### src/ef_pkg.sv
// shared types, constants and fixed-point helpers for the flux jacobian block
package ef_pkg;

   localparam int FX_W    = 32;
   localparam int GAMMA_W = 18;

   typedef logic signed [FX_W-1:0] fx_type;

   localparam logic [GAMMA_W-1:0] GAMMA_RESET = 18'd91750;
   localparam fx_type FX_ONE  = 32'sd65536;
   localparam fx_type FX_TWO  = 32'sd131072;
   localparam fx_type FX_HALF = 32'sd32768;

   // one grid point as taken from the request channel
   typedef struct packed {
      fx_type q0;
      fx_type q1;
      fx_type q2;
      fx_type q3;
      fx_type jd;
      fx_type j1;
      fx_type ksi_x;
      fx_type ksi_y;
      fx_type eta_x;
      fx_type eta_y;
   } ef_point_type;

   // classified point handed from the front to the back
   typedef struct packed {
      fx_type u;
      fx_type v;
      fx_type a1;
      fx_type j1;
      fx_type ksi_x;
      fx_type ksi_y;
      fx_type eta_x;
      fx_type eta_y;
      logic   dz;
   } ef_job_type;

   // round to nearest (halves up) after the q16 shift, then saturate
   function automatic fx_type fx_round_sat(input logic signed [63:0] p);
      logic signed [63:0] s;
      logic signed [47:0] q;
      fx_type r;
      s = p + 64'sd32768;
      q = s[63:16];
      if (q[47:31] == {17{q[47]}}) begin
         r = q[31:0];
      end else if (q[47]) begin
         r = 32'sh8000_0000;
      end else begin
         r = 32'sh7FFF_FFFF;
      end
      return r;
   endfunction

   // saturate a 33 bit sum or difference
   function automatic fx_type fx_sat33(input logic signed [32:0] s);
      fx_type r;
      if (s[32] == s[31]) begin
         r = s[31:0];
      end else if (s[32]) begin
         r = 32'sh8000_0000;
      end else begin
         r = 32'sh7FFF_FFFF;
      end
      return r;
   endfunction

endpackage

### src/ef_req_if.sv
// request channel: one grid point per handshake
interface ef_req_if;
   import ef_pkg::*;
   logic   valid;
   logic   ready;
   fx_type density_scaled;
   fx_type momentum_x_scaled;
   fx_type momentum_y_scaled;
   fx_type energy_scaled;
   fx_type jac_det;
   fx_type jac_scale;
   fx_type ksi_dx;
   fx_type ksi_dy;
   fx_type eta_dx;
   fx_type eta_dy;

   modport source (output valid, density_scaled, momentum_x_scaled, momentum_y_scaled,
                   energy_scaled, jac_det, jac_scale, ksi_dx, ksi_dy, eta_dx, eta_dy,
                   input ready);
   modport sink (input valid, density_scaled, momentum_x_scaled, momentum_y_scaled,
                 energy_scaled, jac_det, jac_scale, ksi_dx, ksi_dy, eta_dx, eta_dy,
                 output ready);
endinterface

### src/ef_div.sv
// radix-2 restoring divider for q16 quotients (a * 2^16) / b, truncating, saturated
module ef_div
   import ef_pkg::*;
(
   input  logic   clock,
   input  logic   reset,
   input  logic   start,
   input  fx_type dividend,
   input  fx_type divisor,
   output logic   done,
   output fx_type quotient
);

   logic        busy_ff, busy_in;
   logic        fin_ff, fin_in;
   logic        done_ff, done_in;
   logic [5:0]  cnt_ff, cnt_in;
   logic [47:0] num_ff, num_in;
   logic [31:0] rem_ff, rem_in;
   logic [31:0] den_ff, den_in;
   logic        neg_ff, neg_in;
   fx_type      res_ff, res_in;

   logic [32:0] trial;
   logic [31:0] mag_a;
   logic [31:0] mag_b;

   // operand magnitudes
   assign mag_a = dividend[31] ? 32'(-dividend) : 32'(dividend);
   assign mag_b = divisor[31] ? 32'(-divisor) : 32'(divisor);
   assign trial = {rem_ff, num_ff[47]};

   // one quotient bit per cycle, then sign and saturate
   always_comb begin
      busy_in = busy_ff;
      fin_in  = 1'b0;
      done_in = 1'b0;
      cnt_in  = cnt_ff;
      num_in  = num_ff;
      rem_in  = rem_ff;
      den_in  = den_ff;
      neg_in  = neg_ff;
      res_in  = res_ff;
      if (start) begin
         busy_in = 1'b1;
         cnt_in  = '0;
         num_in  = {mag_a, 16'd0};
         rem_in  = '0;
         den_in  = mag_b;
         neg_in  = dividend[31] ^ divisor[31];
      end else if (busy_ff) begin
         if (trial >= {1'b0, den_ff}) begin
            rem_in = 32'(trial - {1'b0, den_ff});
            num_in = {num_ff[46:0], 1'b1};
         end else begin
            rem_in = trial[31:0];
            num_in = {num_ff[46:0], 1'b0};
         end
         cnt_in = cnt_ff + 6'd1;
         if (cnt_ff == 6'd47) begin
            busy_in = 1'b0;
            fin_in  = 1'b1;
         end
      end else if (fin_ff) begin
         done_in = 1'b1;
         if (neg_ff) begin
            res_in = (|num_ff[47:31]) ? 32'sh8000_0000 : -$signed(num_ff[31:0]);
         end else begin
            res_in = (|num_ff[47:31]) ? 32'sh7FFF_FFFF : $signed(num_ff[31:0]);
         end
      end
   end

   // control
   always_ff @(posedge clock) begin
      if (reset) begin
         busy_ff <= 1'b0;
         fin_ff  <= 1'b0;
         done_ff <= 1'b0;
      end else begin
         busy_ff <= busy_in;
         fin_ff  <= fin_in;
         done_ff <= done_in;
      end
   end

   // datapath
   always_ff @(posedge clock) begin
      cnt_ff <= cnt_in;
      num_ff <= num_in;
      rem_ff <= rem_in;
      den_ff <= den_in;
      neg_ff <= neg_in;
      res_ff <= res_in;
   end

   assign done     = done_ff;
   assign quotient = res_ff;

endmodule

### src/ef_front.sv
// front end: takes a point, forms rho, e, u, v, a1 and the zero-density flag
module ef_front
   import ef_pkg::*;
(
   input  logic               clock,
   input  logic               reset,
   input  logic [GAMMA_W-1:0] gamma,
   ef_req_if.sink             req,
   output logic               push,
   output ef_job_type         push_data,
   input  logic               q_full
);

   typedef enum logic [10:0] {
      ST_IDLE = 11'b000_0000_0001,
      ST_MRHO = 11'b000_0000_0010,
      ST_RRHO = 11'b000_0000_0100,
      ST_ME   = 11'b000_0000_1000,
      ST_RE   = 11'b000_0001_0000,
      ST_DU   = 11'b000_0010_0000,
      ST_DV   = 11'b000_0100_0000,
      ST_DA   = 11'b000_1000_0000,
      ST_MA   = 11'b001_0000_0000,
      ST_RA   = 11'b010_0000_0000,
      ST_PUSH = 11'b100_0000_0000
   } st_type;

   st_type             state_ff, state_in;
   logic               in_full_ff, in_full_in;
   ef_point_type       in_pt_ff, in_pt_in;
   ef_point_type       pt_ff, pt_in;
   fx_type             rho_ff, rho_in;
   fx_type             e_ff, e_in;
   fx_type             quot_ff, quot_in;
   ef_job_type         job_ff, job_in;
   logic signed [63:0] prod_ff, prod_in;
   fx_type             mul_a, mul_b;
   fx_type             prod_r;

   logic   div_start;
   fx_type div_a, div_b;
   logic   div_done;
   fx_type div_q;

   ef_div u_div (
      .clock    (clock),
      .reset    (reset),
      .start    (div_start),
      .dividend (div_a),
      .divisor  (div_b),
      .done     (div_done),
      .quotient (div_q)
   );

   assign req.ready = !in_full_ff;
   assign prod_r    = fx_round_sat(prod_ff);

   // sequencer
   always_comb begin
      state_in   = state_ff;
      in_full_in = in_full_ff;
      in_pt_in   = in_pt_ff;
      pt_in      = pt_ff;
      rho_in     = rho_ff;
      e_in       = e_ff;
      quot_in    = quot_ff;
      job_in     = job_ff;
      mul_a      = pt_ff.jd;
      mul_b      = pt_ff.q0;
      div_start  = 1'b0;
      div_a      = pt_ff.q1;
      div_b      = pt_ff.q0;
      push       = 1'b0;

      // input holding register
      if (req.valid && !in_full_ff) begin
         in_full_in        = 1'b1;
         in_pt_in.q0       = req.density_scaled;
         in_pt_in.q1       = req.momentum_x_scaled;
         in_pt_in.q2       = req.momentum_y_scaled;
         in_pt_in.q3       = req.energy_scaled;
         in_pt_in.jd       = req.jac_det;
         in_pt_in.j1       = req.jac_scale;
         in_pt_in.ksi_x    = req.ksi_dx;
         in_pt_in.ksi_y    = req.ksi_dy;
         in_pt_in.eta_x    = req.eta_dx;
         in_pt_in.eta_y    = req.eta_dy;
      end

      unique case (state_ff)
         ST_IDLE: begin
            if (in_full_ff) begin
               pt_in      = in_pt_ff;
               in_full_in = 1'b0;
               state_in   = ST_MRHO;
            end
         end
         ST_MRHO: state_in = ST_RRHO;
         ST_RRHO: begin
            rho_in   = prod_r;
            mul_b    = pt_ff.q3;
            state_in = ST_ME;
         end
         // hold J*q3 in the product register until it is taken
         ST_ME: begin
            mul_b    = pt_ff.q3;
            state_in = ST_RE;
         end
         ST_RE: begin
            e_in         = prod_r;
            job_in.j1    = pt_ff.j1;
            job_in.ksi_x = pt_ff.ksi_x;
            job_in.ksi_y = pt_ff.ksi_y;
            job_in.eta_x = pt_ff.eta_x;
            job_in.eta_y = pt_ff.eta_y;
            job_in.u     = '0;
            job_in.v     = '0;
            job_in.a1    = '0;
            job_in.dz    = (pt_ff.q0 == '0) || (rho_ff == '0);
            if (job_in.dz) begin
               state_in = ST_PUSH;
            end else begin
               div_start = 1'b1;
               state_in  = ST_DU;
            end
         end
         ST_DU: begin
            div_a = pt_ff.q2;
            if (div_done) begin
               job_in.u  = div_q;
               div_start = 1'b1;
               state_in  = ST_DV;
            end
         end
         ST_DV: begin
            div_a = e_ff;
            div_b = rho_ff;
            if (div_done) begin
               job_in.v  = div_q;
               div_start = 1'b1;
               state_in  = ST_DA;
            end
         end
         ST_DA: begin
            if (div_done) begin
               quot_in  = div_q;
               state_in = ST_MA;
            end
         end
         ST_MA: begin
            mul_a    = fx_type'({14'd0, gamma});
            mul_b    = quot_ff;
            state_in = ST_RA;
         end
         ST_RA: begin
            job_in.a1 = prod_r;
            state_in  = ST_PUSH;
         end
         ST_PUSH: begin
            if (!q_full) begin
               push     = 1'b1;
               state_in = ST_IDLE;
            end
         end
         default: state_in = ST_IDLE;
      endcase

      prod_in = mul_a * mul_b;
   end

   // control
   always_ff @(posedge clock) begin
      if (reset) begin
         state_ff   <= ST_IDLE;
         in_full_ff <= 1'b0;
      end else begin
         state_ff   <= state_in;
         in_full_ff <= in_full_in;
      end
   end

   // datapath
   always_ff @(posedge clock) begin
      in_pt_ff <= in_pt_in;
      pt_ff    <= pt_in;
      rho_ff   <= rho_in;
      e_ff     <= e_in;
      quot_ff  <= quot_in;
      job_ff   <= job_in;
      prod_ff  <= prod_in;
   end

   assign push_data = job_ff;

endmodule

### src/flat_wrapper.sv
// flat-port wrapper written by rule: the top's interface ports become plain ports
module ef_front_flat import ef_pkg::*;
  (clock, reset, gamma, push, push_data, q_full, req_valid, req_density_scaled, req_momentum_x_scaled, req_momentum_y_scaled, req_energy_scaled, req_jac_det, req_jac_scale, req_ksi_dx, req_ksi_dy, req_eta_dx, req_eta_dy, req_ready);
  ef_req_if req_i ();
  input  logic clock;
  input  logic reset;
  input  logic [GAMMA_W-1:0] gamma;
  output logic push;
  output ef_job_type push_data;
  input  logic q_full;
  input wire logic [$bits(req_i.valid)-1:0] req_valid;
  input wire logic [$bits(req_i.density_scaled)-1:0] req_density_scaled;
  input wire logic [$bits(req_i.momentum_x_scaled)-1:0] req_momentum_x_scaled;
  input wire logic [$bits(req_i.momentum_y_scaled)-1:0] req_momentum_y_scaled;
  input wire logic [$bits(req_i.energy_scaled)-1:0] req_energy_scaled;
  input wire logic [$bits(req_i.jac_det)-1:0] req_jac_det;
  input wire logic [$bits(req_i.jac_scale)-1:0] req_jac_scale;
  input wire logic [$bits(req_i.ksi_dx)-1:0] req_ksi_dx;
  input wire logic [$bits(req_i.ksi_dy)-1:0] req_ksi_dy;
  input wire logic [$bits(req_i.eta_dx)-1:0] req_eta_dx;
  input wire logic [$bits(req_i.eta_dy)-1:0] req_eta_dy;
  output wire logic [$bits(req_i.ready)-1:0] req_ready;
  assign req_i.valid = req_valid;
  assign req_i.density_scaled = req_density_scaled;
  assign req_i.momentum_x_scaled = req_momentum_x_scaled;
  assign req_i.momentum_y_scaled = req_momentum_y_scaled;
  assign req_i.energy_scaled = req_energy_scaled;
  assign req_i.jac_det = req_jac_det;
  assign req_i.jac_scale = req_jac_scale;
  assign req_i.ksi_dx = req_ksi_dx;
  assign req_i.ksi_dy = req_ksi_dy;
  assign req_i.eta_dx = req_eta_dx;
  assign req_i.eta_dy = req_eta_dy;
  assign req_ready = req_i.ready;
  ef_front u_core (.clock(clock), .reset(reset), .gamma(gamma), .req(req_i), .push(push), .push_data(push_data), .q_full(q_full));
endmodule
### config.mk
export PLATFORM = sky130hd
export DESIGN_NAME = ef_front_flat
export DESIGN_NICKNAME = d
export VERILOG_FILES = /design/src/ef_pkg.sv /design/src/ef_req_if.sv /design/src/ef_div.sv /design/src/ef_front.sv /design/src/flat_wrapper.sv
export SDC_FILE = /design/constraint.sdc
export NUM_CORES = 2
export LEC_CHECK = 0
export BUFFER_PORTS_ARGS = -buffer_cell sky130_fd_sc_hd__buf_2
export CAP_MARGIN = 15
export CORE_MARGIN = 3
export CORE_UTILIZATION = 38
export CTS_CLUSTER_DIAMETER = 40
export CTS_CLUSTER_SIZE = 12
export DETAILED_ROUTE_END_ITERATION = 7
export SLEW_MARGIN = 10
export SYNTH_ARGS = -nofsm -noshare
export SYNTH_HDL_FRONTEND = slang
export SYNTH_SLANG_ARGS = --single-unit
### constraint.sdc
create_clock -name clock -period 20.4 [get_ports clock]
set_input_delay 5.1 -clock clock [delete_from_list [all_inputs] [get_ports clock]]
set_output_delay 5.1 -clock clock [all_outputs]
set_load 0.02 [all_outputs]
* Yosys cells after proc, flatten, opt, wreduce, memory -nomap -nowiden *
Cells that the tools add are included.
Widths: inputs -> output; s select.

word-level totals
  RAM bits = 0
  bits in registers = 1223
  bits in read-only memories = 0
  latch bits = 0
  output and inout port bits = 259
  logic and storage cells = 134
  input port bits = 342
  memories = 0

cells by class
  multiplexer cells = 39
  reduce and logical (&&, ||, !) cells = 20
  multiply operators = 1
  equality and inequality tests = 18
  magnitude comparators = 1
  div/mod/pow operators = 0
  $add $sub $neg = 6
  shifts and indexed selects = 0
  bitwise logic cells = 3

operator list
  cell                    count
  $mux 32                 10
  $pmux 32 s2             5
  $pmux 11 s11            1
  $mux 48                 2
  $neg 32->32             3
  $mux 11                 6
  $add 64x17->64 const B  1
  $logic_not 32->1        2
  $mul 32x32->64          1
  $ge 33x32->1            1
  $sub 32x32->32          1
  $mux 31                 1
  $reduce_or 17->1        1
  $eq 16x16->1            1
  $mux 1                  13
  $eq 11x1->1 const B     1
  $eq 11x10->1 const B    1
  $eq 11x11->1 const B    1
  $eq 11x2->1 const B     1
  $eq 11x3->1 const B     1
  $eq 11x4->1 const B     1
  $eq 11x5->1 const B     1
  $eq 11x6->1 const B     1
  $eq 11x7->1 const B     1
  18 further kinds        30

* Logic depth before layout (Yosys ltp) *
  depth after elaboration = 6
  depth in mapped cells = 39
  depth with buffers taken out = 35

* Modules after synthesis *
From an unflattened synthesis, not the netlist that was laid out.

second synthesis, totals
  cells, all modules = 6761
  area, all modules = 80616.1 um^2

by module, submodules not included
  module    cells each  instances  area an instance (um^2)  sequential area each (um^2)
  ef_front  5742        1          71003.1                  31039.8
  ef_div    1019        1          9613.0                   4053.9

* Least setup slack after synthesis *
No wires, ideal clock.

  kind = input to register
  start = input req_valid
  end = register u_core.in_pt_ff[0] in the netlist's numbering (enable)
  stages = 1
  required time = 19.355 ns
  library setup time = 1.045 ns
  slack = 0.506 ns
  arrival = 18.849 ns
  path buffers = 0
  path through = nor2b_1

on the way
  cells in the longest elaborated chain, start to end = 1

ends and longest elaborated chain
  item                    line                RTL
  start: declaration      flat_wrapper.sv:11  input wire logic [$bits(req_i.valid)-1:0] req_valid;
  $logic_and 1x1->1       ef_front.sv:76      if (req.valid && !in_full_ff) begin
  end signal: assignment  ef_front.sv:184     in_pt_ff <= in_pt_in;
  end: declaration        ef_front.sv:30      ef_point_type in_pt_ff, in_pt_in;

Every way passes these cells.
A chain may end at the register's enable or synchronous reset.

* Worst setup path after layout *
  start = input gamma[16]
  end = register u_core.prod_ff[62]

on the way
  cells in the longest elaborated chain, start to end = 2

ends and longest elaborated chain
  item                    line               RTL
  start: declaration      flat_wrapper.sv:7  input logic [GAMMA_W-1:0] gamma;
  $mux 32                 ef_front.sv:90     unique case (state_ff)
  $mul 32x32->64          ef_front.sv:168    prod_in = mul_a * mul_b;
  via u_core.prod_in[62]  ef_front.sv:36     logic signed [63:0] prod_ff, prod_in;
  end signal: assignment  ef_front.sv:190    prod_ff <= prod_in;
  end: declaration        ef_front.sv:36

The timed path passes the listed nets, and every way through them passes these cells.

==> reports/results.tsv <==
stage	metric	value	unit
run_status	outcome	completed	
clock_network	CTS tree	done	
timing	final setup TNS	0	ns
logic_synthesis	synthesized area	79900	µm²
layout	register area	35100	µm²
worst_setup_path	Worst Setup End Kind	flip-flop	
grt	GR Util All Layers	24.6	%
timing	RSZ-0062 raised after global routing	false	
placement	DP Area	86700	µm²
layout	cell area after layout	93300	µm²
timing	Slew @ Worst Pin	1.26	ns
floorplan	initial core utilization	38.4	%
timing	slew margin rel.	15.8	%
placement	HPWL after detailed placement	200000	µm
routing	drc violations	0	
floorplan	Site Rows	167	
floorplan	Die Y	464	µm
worst_setup_path	Buf/Inv on CP	4	
floorplan	CORE AREA	208000	µm²
worst_setup_path	worst r2r dst	u_core.prod_ff[62]	
clock_network	CTS Buffer Depth	3	
worst_setup_path	FF-to-FF Start	u_core.state_ff[6]	
grt	met1 Track Usage GR	29.8	%
timing	Final Setup Violations	0	
logic_synthesis	post-synthesis cell count	6703	
grt	largest net degree at the start of global routing	162	
routing	Post-Route WL	264000	µm
worst_setup_path	slowest stage delay, CP	0.80	ns
clock_network	hold_buf cts	0	
grt	GR met2 Demand/Resource	39.1	%
layout	layout cells sized above 1	15.5	%
layout	# nets final	8996	
logic_synthesis	post-synth cell types	87	
routing	Final ANT Viol Nets	0	
grt	initial antenna violation count	54	
grt	total grt overflow	0	
logic_synthesis	syn_nets	8344	
timing	Final Hold Violating Endpoints	0	
worst_setup_path	crit path DAT	14.12	ns
grt	most used routing layer	met2	
routing	Via-to-Cell Ratio	5.23	
grt	vias in the first global route	57000	
timing	max-slew violations	0	
worst_setup_path	critical path type	in2reg	
floorplan	boundary pin count	601	
clock_network	CTS clk-pin slew, worst paths	0.06	ns
worst_setup_path	cell family with most CP delay	adder cells	
floorplan	die area	216000	µm²
timing	final period utilization	65.9	%
floorplan	Die X	464	µm
clock_network	Worst-Skew Late Latency	0.84	ns
clock_network	Resized cells post-CTS	0	
clock_network	clk root buf	clkbuf_16	
layout	filler instances	19100	
routing	first drt pass iteration count	6	
timing	skew final	0.0929	ns
grt	first-pass GRT wire length	387000	µm
layout	most frequent cells in the layout	1090 x edfxtp_1, 1082 x fa_1, 1058 x inv_1	
timing	Max Clk Rate	0.0744	GHz
logic_synthesis	#FFs+latches synth	1208	
worst_setup_path	critical path required time	21.09	ns
worst_setup_path	CP max-delay cell	mux2i_1	
logic_synthesis	EDFF count, synth	1090	
clock_network	Clock Sinks	1208	
layout	multi-input logic area	40000	µm²
logic_synthesis	warnings from Yosys	0	
logic_synthesis	Synth area leader	edfxtp_1	
worst_setup_path	worst reg2reg setup slack	8.41	ns
timing	Tmin final	13.43	ns
worst_setup_path	Critical Path Start Type	input port	
logic_synthesis	top-area cell type share of the netlist area	41.0	%
logic_synthesis	fraction of registers with async set/reset	0	%
layout	commonest non-fill, non-tap cell in the layout	edfxtp_1	
logic_synthesis	top_reg_cell synth	edfxtp_1	
grt	grt met3 use	7.70	%
layout	area delta synth->final	16.9	%
routing	Starting DRT DRC Count	4569	
clock_network	CTS buffer count	185	
worst_setup_path	R2R cell count	32	
hold_path	worst hold path class	reg2reg	
worst_setup_path	most frequent CP cell	fa_1	
clock_network	Post-CTS Setup Inserts	0	
logic_synthesis	Synth area leaders	edfxtp_1 41%, fa_1 27%, inv_1 5.0%, nand2_1 3.5%, ha_1 3.4%	
logic_synthesis	sequential area share after synthesis	43.9	%
hold_path	hold depth	0	
hold_path	worst hold start	u_core.in_pt_ff[319]	
worst_setup_path	worst-path maximum fanout	11	
clock_network	H-tree depth	4	
routing	via count	53900	
placement	Port Buffer Count	600	
hold_path	Hold Path Sink	u_core.pt_ff[319]	
placement	GP Congestion	0.955	
routing	routed length per placed instance	25.6	µm
flow_run	MaxCap Viol Count	0	
logic_synthesis	Syn Area/Cell	11.9	µm²
-- cell usage after synthesis (all sizes together) (30+ instances only) --
library cell  number
edfxtp          1090
fa              1082
inv             1061
nand2            747
nor2             664
clkbuf           256
ha               217
a21oi            188
o21ai            152
and2             129
xnor2            124
dfxtp            118
mux2i             98
nand3             88
xor2              81
nor3              61
a21o              53
a211oi            39
nand4             32
buf               30
-- area by class of cell --
| cell class | instances | share of cell area (%) |
|---|---|---|
| tap | 2788 | 3.74 |
| multi-input combinational | 4147 | 42.9 |
| antenna | 22 | 0.0590 |
| timing repair buffer | 751 | 4.47 |
| clock inverter | 140 | 1.87 |
| clock buffer | 197 | 5.08 |
| sequential | 1208 | 37.6 |
| inverter | 1062 | 4.28 |
-- metrics by stage --
step | utilization, % | std cells | setup WS (ns) | hold WS [ns]
after detailed placement | 41.7 | 9953 | 6.29 | 0.405
final | 44.8 | 10300 | 6.97 | 0.362
after floorplan | - | 6703 | 0.506 | 0.400
after global routing | 44.8 | 10300 | 6.62 | 0.375
after CTS | 44.8 | 10300 | 7.08 | 0.368
after global placement | 41.7 | 9952 | 6.38 | 0.401
-- state kept, by name, summed over array words and instances, names as in the netlist --
| register | count |
|---|---|
| u_core.pt_ff | 320 |
| u_core.u_div.cnt_ff | 6 |
| u_core.u_div.busy_ff | 1 |
| u_core.rho_ff | 32 |
| u_core.prod_ff | 49 |
| u_core.push_data | 257 |
| u_core.u_div.rem_ff | 32 |
| u_core.quot_ff | 32 |
| u_core.u_div.done | 1 |
| u_core.state_ff | 11 |
| u_core.u_div.quotient | 32 |
| u_core.u_div.fin_ff | 1 |
| u_core.in_full_ff | 1 |
| u_core.u_div.neg_ff | 1 |
| u_core.u_div.num_ff | 48 |
| u_core.u_div.den_ff | 32 |
| u_core.e_ff | 32 |
| u_core.in_pt_ff | 320 |
-- how the worst max path moves through the flow --
stage	end	cells past startpoint	start
finish	u_core.prod_ff[62]	27	gamma[16]
global route	u_core.prod_ff[62]	27	gamma[16]
CTS	u_core.prod_ff[62]	27	gamma[16]
detailed placement	u_core.prod_ff[62]	27	gamma[16]
global placement	u_core.prod_ff[62]	27	gamma[16]
floorplan	u_core.in_pt_ff[0]	1	req_valid
-- routing by layer --
metal / wire length [µm] / vias to the layer above / share of wire, %
li1: - / 23100 / -
met1: 96600 / 27500 / 37
met2: 122000 / 2633 / 46
met3: 27500 / 579 / 10
met4: 17200 / 38 / 6.5
met5: 253 / - / 0.096
-- cells by family (layout without fill, tap and decap cells) --
logic type	after synthesis	count (layout)	share of synthesized area, %
adders and majority gates	1299	1299	30.5
xor gates and xnor gates	205	205	2.25
AOI/OAI and AO/OA	658	658	5.39
and+or+nand+nor	1884	1884	10.3
buffers and inverters	1348	2150	6.36
DFF	1208	1208	43.9
muxes	101	101	1.27
other	0	22	0
Power is left out: the tool's default activity adds up to more than one toggle a clock period on the data nets, which glitch-free logic cannot reach.
