### src/ef_pkg.sv
// shared types, constants and fixed-point helpers for the flux jacobian block
package ef_pkg;

   localparam int FX_W    = 32;
   localparam int GAMMA_W = 18;

   typedef logic signed [FX_W-1:0] fx_type;

   localparam logic [GAMMA_W-1:0] GAMMA_RESET = 18'd91750;
   localparam fx_type FX_ONE  = 32'sd65536;
   localparam fx_type FX_TWO  = 32'sd131072;
   localparam fx_type FX_HALF = 32'sd32768;

   // one grid point as taken from the request channel
   typedef struct packed {
      fx_type q0;
      fx_type q1;
      fx_type q2;
      fx_type q3;
      fx_type jd;
      fx_type j1;
      fx_type ksi_x;
      fx_type ksi_y;
      fx_type eta_x;
      fx_type eta_y;
   } ef_point_type;

   // classified point handed from the front to the back
   typedef struct packed {
      fx_type u;
      fx_type v;
      fx_type a1;
      fx_type j1;
      fx_type ksi_x;
      fx_type ksi_y;
      fx_type eta_x;
      fx_type eta_y;
      logic   dz;
   } ef_job_type;

   // round to nearest (halves up) after the q16 shift, then saturate
   function automatic fx_type fx_round_sat(input logic signed [63:0] p);
      logic signed [63:0] s;
      logic signed [47:0] q;
      fx_type r;
      s = p + 64'sd32768;
      q = s[63:16];
      if (q[47:31] == {17{q[47]}}) begin
         r = q[31:0];
      end else if (q[47]) begin
         r = 32'sh8000_0000;
      end else begin
         r = 32'sh7FFF_FFFF;
      end
      return r;
   endfunction

   // saturate a 33 bit sum or difference
   function automatic fx_type fx_sat33(input logic signed [32:0] s);
      fx_type r;
      if (s[32] == s[31]) begin
         r = s[31:0];
      end else if (s[32]) begin
         r = 32'sh8000_0000;
      end else begin
         r = 32'sh7FFF_FFFF;
      end
      return r;
   endfunction

endpackage

### src/ef_queue.sv
// two-entry queue between front and back
module ef_queue
   import ef_pkg::*;
(
   input  logic       clock,
   input  logic       reset,
   input  logic       push,
   input  ef_job_type push_data,
   output logic       full,
   input  logic       pop,
   output ef_job_type pop_data,
   output logic       empty
);

   ef_job_type mem_ff [2];
   logic       wptr_ff, wptr_in;
   logic       rptr_ff, rptr_in;
   logic [1:0] cnt_ff, cnt_in;

   assign full     = (cnt_ff == 2'd2);
   assign empty    = (cnt_ff == 2'd0);
   assign pop_data = mem_ff[rptr_ff];

   // pointers and fill count
   always_comb begin
      wptr_in = wptr_ff ^ push;
      rptr_in = rptr_ff ^ pop;
      cnt_in  = cnt_ff + 2'(push) - 2'(pop);
   end

   always_ff @(posedge clock) begin
      if (reset) begin
         wptr_ff <= 1'b0;
         rptr_ff <= 1'b0;
         cnt_ff  <= 2'd0;
      end else begin
         wptr_ff <= wptr_in;
         rptr_ff <= rptr_in;
         cnt_ff  <= cnt_in;
      end
   end

   // storage
   always_ff @(posedge clock) begin
      if (push) begin
         mem_ff[wptr_ff] <= push_data;
      end
   end

endmodule

### config.mk
export PLATFORM = sky130hd
export DESIGN_NAME = ef_queue
export DESIGN_NICKNAME = d
export VERILOG_FILES = /design/src/ef_pkg.sv /design/src/ef_queue.sv
export SDC_FILE = /design/constraint.sdc
export NUM_CORES = 1
export LEC_CHECK = 0
export ABC_AREA = 1
export BUFFER_PORTS_ARGS = -buffer_cell sky130_fd_sc_hd__buf_2
export CELL_PAD_IN_SITES_DETAIL_PLACEMENT = 1
export CELL_PAD_IN_SITES_GLOBAL_PLACEMENT = 2
export CORE_MARGIN = 5
export CORE_UTILIZATION = 39
export DETAILED_ROUTE_END_ITERATION = 10
export GPL_ROUTABILITY_DRIVEN = 0
export PLACE_DENSITY = 0.84
export SKIP_LAST_GASP = 1
export SLEW_MARGIN = 0
export SYNTH_ARGS = -nofsm -noshare
export SYNTH_HDL_FRONTEND = slang
export SYNTH_SLANG_ARGS = --single-unit
### constraint.sdc
create_clock -name clock -period 11.6 [get_ports clock]
set_input_delay 3.48 -clock clock [delete_from_list [all_inputs] [get_ports clock]]
set_output_delay 3.48 -clock clock [all_outputs]
set_load 0.02 [all_outputs]
# After elaboration in Yosys (flattened, before gate mapping)
# Memories as Yosys holds them, arrays and structs flattened. A register that Yosys moved wholly into a read port is not among the register bits.
# Index checks and enable logic that the tools add are counted.
[word_totals]
regBits = 4
mem_bits_rw = 514
in_bits = 261
out_inout_bits = 259
word_cells = 13
mem_count = 1
[op_classes]
add_sub_neg = 2
n_eq_ne = 1
n_mux = 3
n_bitwise = 2
n_reduce_logical = 1
[memory_table]
columns = ["name", "depth", "word_bits", "rd", "rd_clocked_by_memory_dff", "wr", "line_no", "rtl"]
rows = [
  ["mem_ff", 2, 257, 1, 1, 1, "ef_queue.sv:15", "ef_job_type mem_ff [2];"],
]
[op_table]
columns = ["operator", "n"]
rows = [
  ["1-bit two-way mux", 3],
  ["2-bit by 1-bit adder with 2-bit output", 1],
  ["2-bit == test, second input constant", 1],
  ["2-bit logical NOT", 1],
  ["2-bit by 1-bit subtractor with 2-bit output", 1],
  ["1-bit bitwise XOR", 2],
]

# Depth between registers and ports, before layout
# Gate-level depths: netlist of the first run.
[depth]
word_depth = 2
mapped_depth = 9
mapped_depth_nobuf = 9

# Worst setup path before layout of the first run
# No wires, ideal clock.
[synth_path]
kind = "input to register"
startpoint = "in push"
endpoint = "mem mem_ff[0][0] (netlist name) (enable)"
setup_ns = 0.652
arrival_time_ns = 9.399
t_required_ns = 10.948
path_slack_ns = 1.549
stages = 1
path_buffers = 0
cell_sequence = "ha_1"
[synth_between]
elab_chain_len = 2
[synth_lines]
columns = ["element", "line_no", "rtl"]
rows = [
  ["start, declared", "ef_queue.sv:7", "input logic push,"],
  ["1-bit two-way mux", "ef_queue.sv:45", "if (push) begin"],
  ["1-bit two-way mux (implied by the code)", "ef_queue.sv:46", "mem_ff[wptr_ff] <= push_data;"],
  ["end, declared", "ef_queue.sv:15", ""],
]
# No other way between the ends.

==> impl_results.md, run 1 <==
* RSZ-0062 raised after global routing: false
* Period minus WS final at around 7000 ps
* Crit end category: output port
* WL final at 47,400 µm
* Synthesized area at 19,600 µm²
* Dominant cell type by area after synthesis: edfxtp_1
* Initial antenna violation count at 11
* Number of port buffers at 519
* Fmax at ~0.14 GHz
* Clk_skew at 19.0 ps
* Sequential-to-total area share from yosys stat at 79.1%
* IO Pins at 520
* Vias in the first global route at 11,000
* Synthesized instance count at 827
* Drt pass-1 iters at 6
* Setup TNS at 0 ps
* Worst-skew pair later-pin latency at 580 ps
* CTS Root Cell: clkbuf_16
* Filler cell count at 4,773
* Share of post-route cells with drive strength above 1 at 60.5%
* DRT iter0 DRCs at 527
* Final setup margin at approximately 4600 ps
* Clock sinks at ~520
* Std-Cell Rows at 82
* Top FF cell, synth: edfxtp_1
* ANT nets after route at 0
* Arrival time worst endpoint at 3560 ps
* Cell count after placement at 1,996
* Hold_sp: cnt_ff[1]
* Synth Warn # at 0
* Net count after synthesis at between 1,000 and 1,500
* Max Slew Vio Count at 0
* Post-synth EDFFs at 514
* Post-DP HPWL at approximately 33,000 µm
* Kind of critical path: register to output port
* CTS tree: done
* CP max stage delay at roughly 940 ps
* Max-cap viol count at 0
* Die H at 234 µm
* Final Power at about 4600 µW
* Endpoint, Worst Hold: cnt_ff[1]
* Pwr Density at about 190 nW/µm²
* Flop2flop setup slack at 9150 ps
* Cell mode on critical path: buf_4
* Total CTS buffers at 54
* Avg Vias per Cell at 4.70
* R2R Path Start: wptr_ff
* Die Area at between 50,000 and 60,000 µm²
* Cts hold-fix bufs at 0
* Worst hold stages at 3
* Seq cells post-synth at about 520
* Post-Layout Cell Count at 2,100
* # nets final at between 1,500 and 2,000
* H-tree levels at 2
* # DRC at 0
* Pin count of the biggest net entering global routing at 141
* Max_slew headroom at 25.3%
* Crit path max fanout at 46
* # Post-CTS Setup Buffers at 0
* Vias at 9,865
* Synth top area share at 78.7%
* Final setup fails at 0
* Worst r2r dst: mem_ff[0][172]
* Critical Path RT at 8120 ps
* FFs w/ async S/R, synth at 0%
* Core Area at about 50,000 µm²
* Final Hold Viols at 0
* Mean Syn Cell Area at roughly 24 µm²
* Yosys cell types at 14
* Peak supply drop at 0.137 mV
* Most common cell in the synthesized netlist: edfxtp_1
* Outcome: finished clean
* Area Growth Syn to Fin at 26.1%
* Final critical-path share of the clock period at 60.7%
* Critical-path cell list: buf_4 > buf_4 > mux2_2 > buf_2
* Synth area leaders: edfxtp_1, mux2_4, mux2_2, buf_6, dfxtp_1
* Worst Tran Pin Value at ~1100 ps
* WL/cell at 22.6 µm
* PostCTS Resize Cnt at 0
* Initial Util at 39.2%
* First-pass GRT wire length at 68,000 µm
* Startpoint type of the worst setup path: register
* Die width at 234 µm
* Crit path max-delay cell type: dfxtp_4
* Total gr overflow at 0
* Leak pwr at just under 0.01 µW
* Setup slack at placement at 5140 ps
* Worst Reg-to-Reg Cells at 3
* CTS Buffer Depth at 3
* Tot GR Track Use at 16.4%
* Top cells by count, synth: edfxtp_1, mux2_4, mux2_2
* Hold WC Path Type: register to register
* Clock-pin slew reported for the worst setup and hold paths after clock tree synthesis at 60 ps
-- cell type report --
cell class | instances | area (µm²) | share of cell area [%]
Sequential cell | 518 | 15500 | 62.8
Multi-Input combinational cell | 273 | 3780 | 15.3
Timing Repair Buffer | 526 | 2690 | 10.9
Clock buffer | 66 | 1460 | 5.91
Tap cell | 672 | 841 | 3.40
Clock inverter | 33 | 402 | 1.62
Inverter | 7 | 26.3 | 0.106
Antenna cell | 5 | 12.5 | 0.0506
-- metrics by stage --
stage / hold slack, ps / util [%] / instance area, µm²
final: 592 / 49.5 / 24700
after global routing: 627 / 49.5 / 24700
after CTS: 599 / 49.5 / 24700
after detailed placement: 576 / 45.7 / 22800
after global placement: 558 / 45.7 / 22800
after floorplan: 519 / - / 19600
-- routing by layer --
layer  global-route usage [%]  vias to the layer above  wire, µm
met4                     5.12                       14      1080
met1                     18.1                     5000     16800
li1                         -                     4404         -
met2                     30.0                      365     25400
met5                        0                        -        87
met3                     5.57                       82      3940
-- flip-flops by register name (all words and copies together), names as in the netlist --
name,count
cnt_ff,2
mem_ff,514
rptr_ff,1
wptr_ff,1
-- worst max-delay path: cells and delay by family (launching register included) --
kind                   cells  cell delay (ps)
multiplexers               1              420
buffers and inverters      3             1490
flip-flops                 1              940
-- logic make-up after synthesis --
| group | Yosys count | share of synthesized area (%) |
|---|---|---|
| compound gates | 1 | 0.0255 |
| mux | 257 | 18.6 |
| buf+inv | 36 | 1.74 |
| simple gates | 10 | 0.198 |
| fa+ha+maj | 4 | 0.255 |
| flops | 518 | 79.1 |
| xor+xnor | 1 | 0.0447 |
-- power breakdown --
group          internal (µW)  leakage, µW  total, µW  switching (µW)
Clock                   1110     0.000902       1800             689
Combinational            252      0.00389        593             340
Sequential              2190      0.00486       2230            38.6
-- cells in the final DEF (no fill, tap or decap), drive strengths merged --
master | Yosys | routed
buf | 29 | 526
edfxtp | 514 | 514
mux2 | 257 | 257
clkbuf | 0 | 66
clkinv | 0 | 21
bufinv | 0 | 10
inv | 7 | 7
nor2 | 6 | 6
diode | 0 | 5
dfxtp | 4 | 4
ha | 4 | 4
nand2 | 3 | 3
clkinvlp | 0 | 2
xnor2 | 1 | 1
a21oi | 1 | 1
nand3 | 1 | 1
-- worst max-delay path by stage --
stage / startpoint / end / slack (ps) / cells after the start
after global placement: rptr_ff / pop_data[256] / 5220 / 4
after global routing: rptr_ff / pop_data[234] / 4390 / 4
after floorplan: push / mem_ff[0][0] / 1550 / 1
final: rptr_ff / pop_data[234] / 4560 / 4
after CTS: rptr_ff / pop_data[234] / 4480 / 4
after detailed placement: rptr_ff / pop_data[234] / 5140 / 4
(Power assumes the default switching activity.)
==> inputs of run 2 (changes only) <==
--- a/config.mk
+++ b/config.mk
@@ -5,15 +5,15 @@
 export SDC_FILE = /design/constraint.sdc
 export NUM_CORES = 1
 export LEC_CHECK = 0
-export ABC_AREA = 1
+export ABC_AREA = 0
 export BUFFER_PORTS_ARGS = -buffer_cell sky130_fd_sc_hd__buf_2
 export CELL_PAD_IN_SITES_DETAIL_PLACEMENT = 1
 export CELL_PAD_IN_SITES_GLOBAL_PLACEMENT = 2
 export CORE_MARGIN = 5
-export CORE_UTILIZATION = 39
+export CORE_UTILIZATION = 35
 export DETAILED_ROUTE_END_ITERATION = 10
 export GPL_ROUTABILITY_DRIVEN = 0
-export PLACE_DENSITY = 0.84
+export PLACE_DENSITY = 0.8
 export SKIP_LAST_GASP = 1
 export SLEW_MARGIN = 0
 export SYNTH_ARGS = -nofsm -noshare
==> constraint.sdc (replaced) <==
create_clock -name clock -period 5.8 [get_ports clock]
set_input_delay 1.74 -clock clock [delete_from_list [all_inputs] [get_ports clock]]
set_output_delay 1.74 -clock clock [all_outputs]
set_load 0.02 [all_outputs]
==> impl_results.md, run 2 <==
* Synthesized area at ~20,000 µm²
* Number of port buffers at 519
* Max reg flops at between 500 and 600
* Cts hold-fix bufs at 0
* Commonest non-fill, non-tap cells in the layout: buf_2, edfxtp_1, mux2_4
* Tot GR Track Use at 15.1%
* Startpoint type of the worst setup path: register
* Post-Layout Cell Count at between 2,000 and 2,500
* Clock-pin slew reported for the worst setup and hold paths after clock tree synthesis at 60 ps
* Worst r2r dst: mem_ff[0][103]
* Die H at 247 µm
* FFs w/ async S/R, synth at 0%
* Top cells by count, synth: edfxtp_1, mux2_4, mux2_2
* Worst hold stages at 3
* Worst Reg-to-Reg Cells at 3
* Cell count after placement at roughly 2,100
* Drt pass-1 iters at 4
* Post-synth EDFFs at ~500
* Final Hold Viols at 0
* CTS Buffer Depth at 3
* R2R Path Start: wptr_ff
* Std-Cell Rows at 86
* Top reg by flops: mem_ff
* Seq cells post-synth at 518
* Post-DP HPWL at 35,100 µm
* Endpoint, Worst Hold: wptr_ff
* IO Pins at 520
* Vias in the first global route at roughly 11,000
* Max Slew Vio Count at 0
* Net count after synthesis at 1,084
* GR Layer Usage met1 at 16.4%
* Die Area at 60,800 µm²
* PostCTS Resize Cnt at 0
* Hold WC Path Type: register to register
* Crit end category: output port
* Yosys cell types at 13
* Hold_sp: wptr_ff
* H-tree levels at 2
* Pwr Density at 363 nW/µm²
* Area Growth Syn to Fin at 27.2%
* Kind of critical path: register to output port
* Synth Area in Simple Gates at 0.140%
* Pin count of the biggest net entering global routing at 76
* Share of post-route cells with drive strength above 1 at 61.7%
* Final critical-path share of the clock period at about three quarters
* Die width at 247 µm
* Avg Vias per Cell at 4.47
* Synth top area share at 78.8%
* Final instance area at 24,900 µm²
* Synth area leaders: edfxtp_1, mux2_4, mux2_2, buf_6, dfxtp_1
* WL final at 48,300 µm
* First-pass GRT wire length at 68,900 µm
* Hold slack at 621 ps
* Synth Area in Compound Gates at 0%
* Worst Tran Pin Value at 1010 ps
* Initial Util at 35.4%
* Worst-skew pair later-pin latency at 590 ps
* ANT nets after route at 0
* Crit path max fanout at 53
* Peak supply drop at 0.298 mV
* Vias at around 9,800
* Initial antenna violation count at 22
* Commonest non-fill, non-tap cell in the layout: buf_2
* Clock sinks at 518
* CTS tree: done
* DRT iter0 DRCs at 421
* RSZ-0062 raised after global routing: false
* Synth Area in XOR/XNOR at 0.160%
* Clk_skew at around 31 ps
* # Post-CTS Setup Buffers at 0
* Leak pwr at 0.00971 µW
* Total CTS buffers at 55
* Dominant cell type by area after synthesis: edfxtp_1
* # nets final at 1,655
* Top FF cell, synth: edfxtp_1
* Top flop regs: mem_ff (514), cnt_ff (2)
* Outcome: finished clean
* Total gr overflow at 0
* Most common cell in the synthesized netlist: edfxtp_1
* Grt met2 use at about 27%
* Post-synthesis mux area share at approximately a fifth
* Synth Warn # at 0
* Placement-stage cell area at 23,100 µm²
* Fmax at 0.230 GHz
* Setup TNS at 0 ps
* Flop2flop setup slack at 3690 ps
* Max-cap viol count at 0
* Combinational family with the most area after synthesis: multiplexers
* Period minus WS final at 4340 ps
* # DRC at 0
* Critical Path RT at 4060 ps
* Gr busiest metal: met2
* WL/cell at 22.0 µm
* Core Area at between 50,000 and 60,000 µm²
* Final setup fails at 0
* Fraction of the mapped netlist area in adder cells at 0.255%
* CTS Root Cell: clkbuf_16
* Max_slew headroom at 32.5%
* GR met3 Demand/Resource at 5.89%
* Synthesized instance count at 819
* Final Power at 9060 µW
* Arrival time worst endpoint at 2600 ps
* Sequential-to-total area share from yosys stat at 79.2%
* Mean Syn Cell Area at 23.9 µm²
## run 2: cells by family (layout without fill, tap and decap cells)
group                      Yosys count  after routing
and+or+nand+nor                      6              6
DFF                                518            518
adders and majority gates            4              4
muxes                              257            257
xor gates and xnor gates             2              2
buffers and inverters               32            648
other                                0             12
## run 2: layer usage
metal	vias to the layer above	routed length, µm
li1	4431	-
met1	4921	17400
met2	357	25200
met3	91	4370
met4	18	1210
met5	-	104
## run 2: how the worst max path moves through the flow
stage	start	end	slack [ps]	depth (start not counted)
final	rptr_ff	pop_data[211]	1460	3
after global routing	rptr_ff	pop_data[98]	1310	3
after CTS	rptr_ff	pop_data[145]	1360	3
after detailed placement	rptr_ff	pop_data[70]	2010	3
after global placement	rptr_ff	pop_data[191]	2050	3
after floorplan	push	mem_ff[1][0]	340	1
## run 2: cell type report
type | count | area, µm²
antenna | 12 | 30.0
clock buffer | 65 | 1440
clock inverter | 37 | 325
fill | 5421 | 30400
inverter | 3 | 11.3
multi-input combinational | 269 | 3780
sequential | 518 | 15500
tap | 748 | 936
timing repair buffer | 543 | 2890
## run 2: critical path, stage by stage, from the launching register on
cell,delay (ps)
dfxtp_4,990
buf_12,410
mux2_4,330
buf_2,160
## run 2: metrics by stage
stage	setup slack [ps]	util [%]
2_1_floorplan	340	-
3_3_place_gp	2050	41.8
3_5_place_dp	2010	41.8
4_1_cts	1360	45.0
5_1_grt	1310	45.1
6_report	1460	45.1
## run 2: power breakdown
group	switching [µW]	internal (µW)	total, µW	leakage (µW)
combinational	691	527	1220	0.00398
sequential	79.9	4380	4460	0.00486
clock	1400	1990	3390	0.000870
==> inputs of run 3 (changes only) <==
--- a/config.mk
+++ b/config.mk
@@ -5,7 +5,7 @@
 export SDC_FILE = /design/constraint.sdc
 export NUM_CORES = 1
 export LEC_CHECK = 0
-export ABC_AREA = 0
+export ABC_AREA = 1
 export BUFFER_PORTS_ARGS = -buffer_cell sky130_fd_sc_hd__buf_2
 export CELL_PAD_IN_SITES_DETAIL_PLACEMENT = 1
 export CELL_PAD_IN_SITES_GLOBAL_PLACEMENT = 2
==> constraint.sdc (replaced) <==
create_clock -name clock -period 3.79 [get_ports clock]
set_input_delay 1.137 -clock clock [delete_from_list [all_inputs] [get_ports clock]]
set_output_delay 1.137 -clock clock [all_outputs]
set_load 0.02 [all_outputs]
==> impl_results.md, run 3 (same netlist as run 1, synthesis figures left out) <==
* Outcome: finished clean
* Die width at roughly 250 µm
* Std-Cell Rows at 86
* CTS Buffer Depth at 3
* # nets final at 1,672
* Pin count of the biggest net entering global routing at between 80 and 90
* Top flop regs: mem_ff (514), cnt_ff (2)
* Final setup fails at 0
* Post-DP HPWL at ~35,000 µm
* Share of post-route cells with drive strength above 1 at 61.1%
* Max_slew headroom at approximately 54%
* PostCTS Resize Cnt at 0
* Clock-pin slew reported for the worst setup and hold paths after clock tree synthesis at 60 ps
* Area Growth Syn to Fin at 27.4%
* Drt pass-1 iters at 4
* Worst-skew pair later-pin latency at approximately 580 ps
* Critical Path RT at between 2000 and 3000 ps
* Clock sinks at approximately 520
* Total gr overflow at 0
* Fmax at 0.302 GHz
* Startpoint type of the worst setup path: register
* Hold WC Path Type: register to register
* CP max stage delay at 460 ps
* Arrival time worst endpoint at 2170 ps
* Hold slack at 598 ps
* Max Slew Vio Count at 0
* Die H at 247 µm
* First-pass GRT wire length at between 60,000 and 70,000 µm
* Top reg by flops: mem_ff
* Commonest non-fill, non-tap cells in the layout: buf_2, edfxtp_1, mux2_4
* # Post-CTS Setup Buffers at 0
* IO Pins at 520
* Filler cell count at 5,448
* H-tree levels at 2
* DRT iter0 DRCs at 344
* Max-cap viol count at 0
* Final Hold Viols at 0
* Initial Util at about 35%
* Vias at 9,885
* Period minus WS final at 3310 ps
* Core Area at 55,300 µm²
* Number of port buffers at 519
* Die Area at 60,900 µm²
* Final setup margin at roughly 480 ps
* Worst Tran Pin Value at 689 ps
* Avg Vias per Cell at approximately 4.5
* Crit path max fanout at 70
* Leak pwr at 0.00973 µW
* Tot GR Track Use at 14.7%
* Commonest non-fill, non-tap cell in the layout: buf_2
* Crit end category: output port
* # DRC at 0
* Clk_skew at ~11 ps
* CTS tree: done
* RSZ-0062 raised after global routing: false
* Pwr Density at 545 nW/µm²
* Vias in the first global route at 11,000
* Kind of critical path: register to output port
* Final critical-path share of the clock period at 87.2%
* Max reg flops at 514
* CTS Root Cell: clkbuf_16
* ANT nets after route at 0
* Total CTS buffers at 53
* Setup TNS at 0 ps
* Setup slack at placement at 1100 ps
* WL/cell at around 21 µm
* Critical-path cell list: buf_12 > mux2_4 > buf_2
* WL final at 47,400 µm
* Initial antenna violation count at 21
* Peak supply drop at 0.411 mV
* Cts hold-fix bufs at 0
* Crit path max-delay cell type: dfxtp_4
[run 3: report_power, final]
part | switching (µW) | internal (µW)
Combinational | 1080 | 821
Clock | 2090 | 2850
Sequential | 91.3 | 6690
[run 3: final timing paths]
kind / cells past startpoint / slack (ps) / end / from
setup / recovery: 3 / 480 / pop_data[39] / rptr_ff
hold / removal: 3 / 600 / cnt_ff[1] / cnt_ff[1]
setup reg to reg: 3 / 2060 / mem_ff[0][132] / wptr_ff
hold reg to reg: 3 / 600 / cnt_ff[1] / cnt_ff[1]
[run 3: routing by layer]
metal | track usage (%) | share of wire [%] | up-vias | routed length [µm]
met1 | 15.7 | 36 | 4974 | 16900
met5 | 0 | 0.23 | - | 107
met3 | 5.80 | 8.8 | 83 | 4170
li1 | - | - | 4471 | -
met2 | 26.9 | 53 | 341 | 25100
met4 | 4.46 | 2.6 | 16 | 1230
[run 3: layout make-up]
| cell class | count | area, µm² | area share, % |
|---|---|---|---|
| Sequential cell | 518 | 15500 | 62.1 |
| Multi-Input combinational cell | 273 | 3780 | 15.1 |
| Timing Repair Buffer | 554 | 3050 | 12.2 |
| Clock buffer | 68 | 1430 | 5.71 |
| Tap cell | 748 | 936 | 3.75 |
| Clock inverter | 28 | 214 | 0.857 |
| Antenna cell | 13 | 32.5 | 0.130 |
| Inverter | 7 | 26.3 | 0.105 |
[run 3: worst max-delay path, delay by kind of cell, from the launching register on]
family,cells,cell delay (ps)
flip-flops,1,460
buffers and inverters,2,560
multiplexers,1,370
[run 3: metrics by stage]
stage / instances / util (%) / power [µW] / instance area [µm²]
after floorplan: 827 / - / 8120 / 19600
after global placement: 2100 / 42.1 / 8780 / 23300
after detailed placement: 2100 / 42.1 / 8840 / 23300
after CTS: 2196 / 45.1 / 13800 / 24900
after global routing: 2204 / 45.1 / 14200 / 25000
final: 2209 / 45.2 / 13600 / 25000
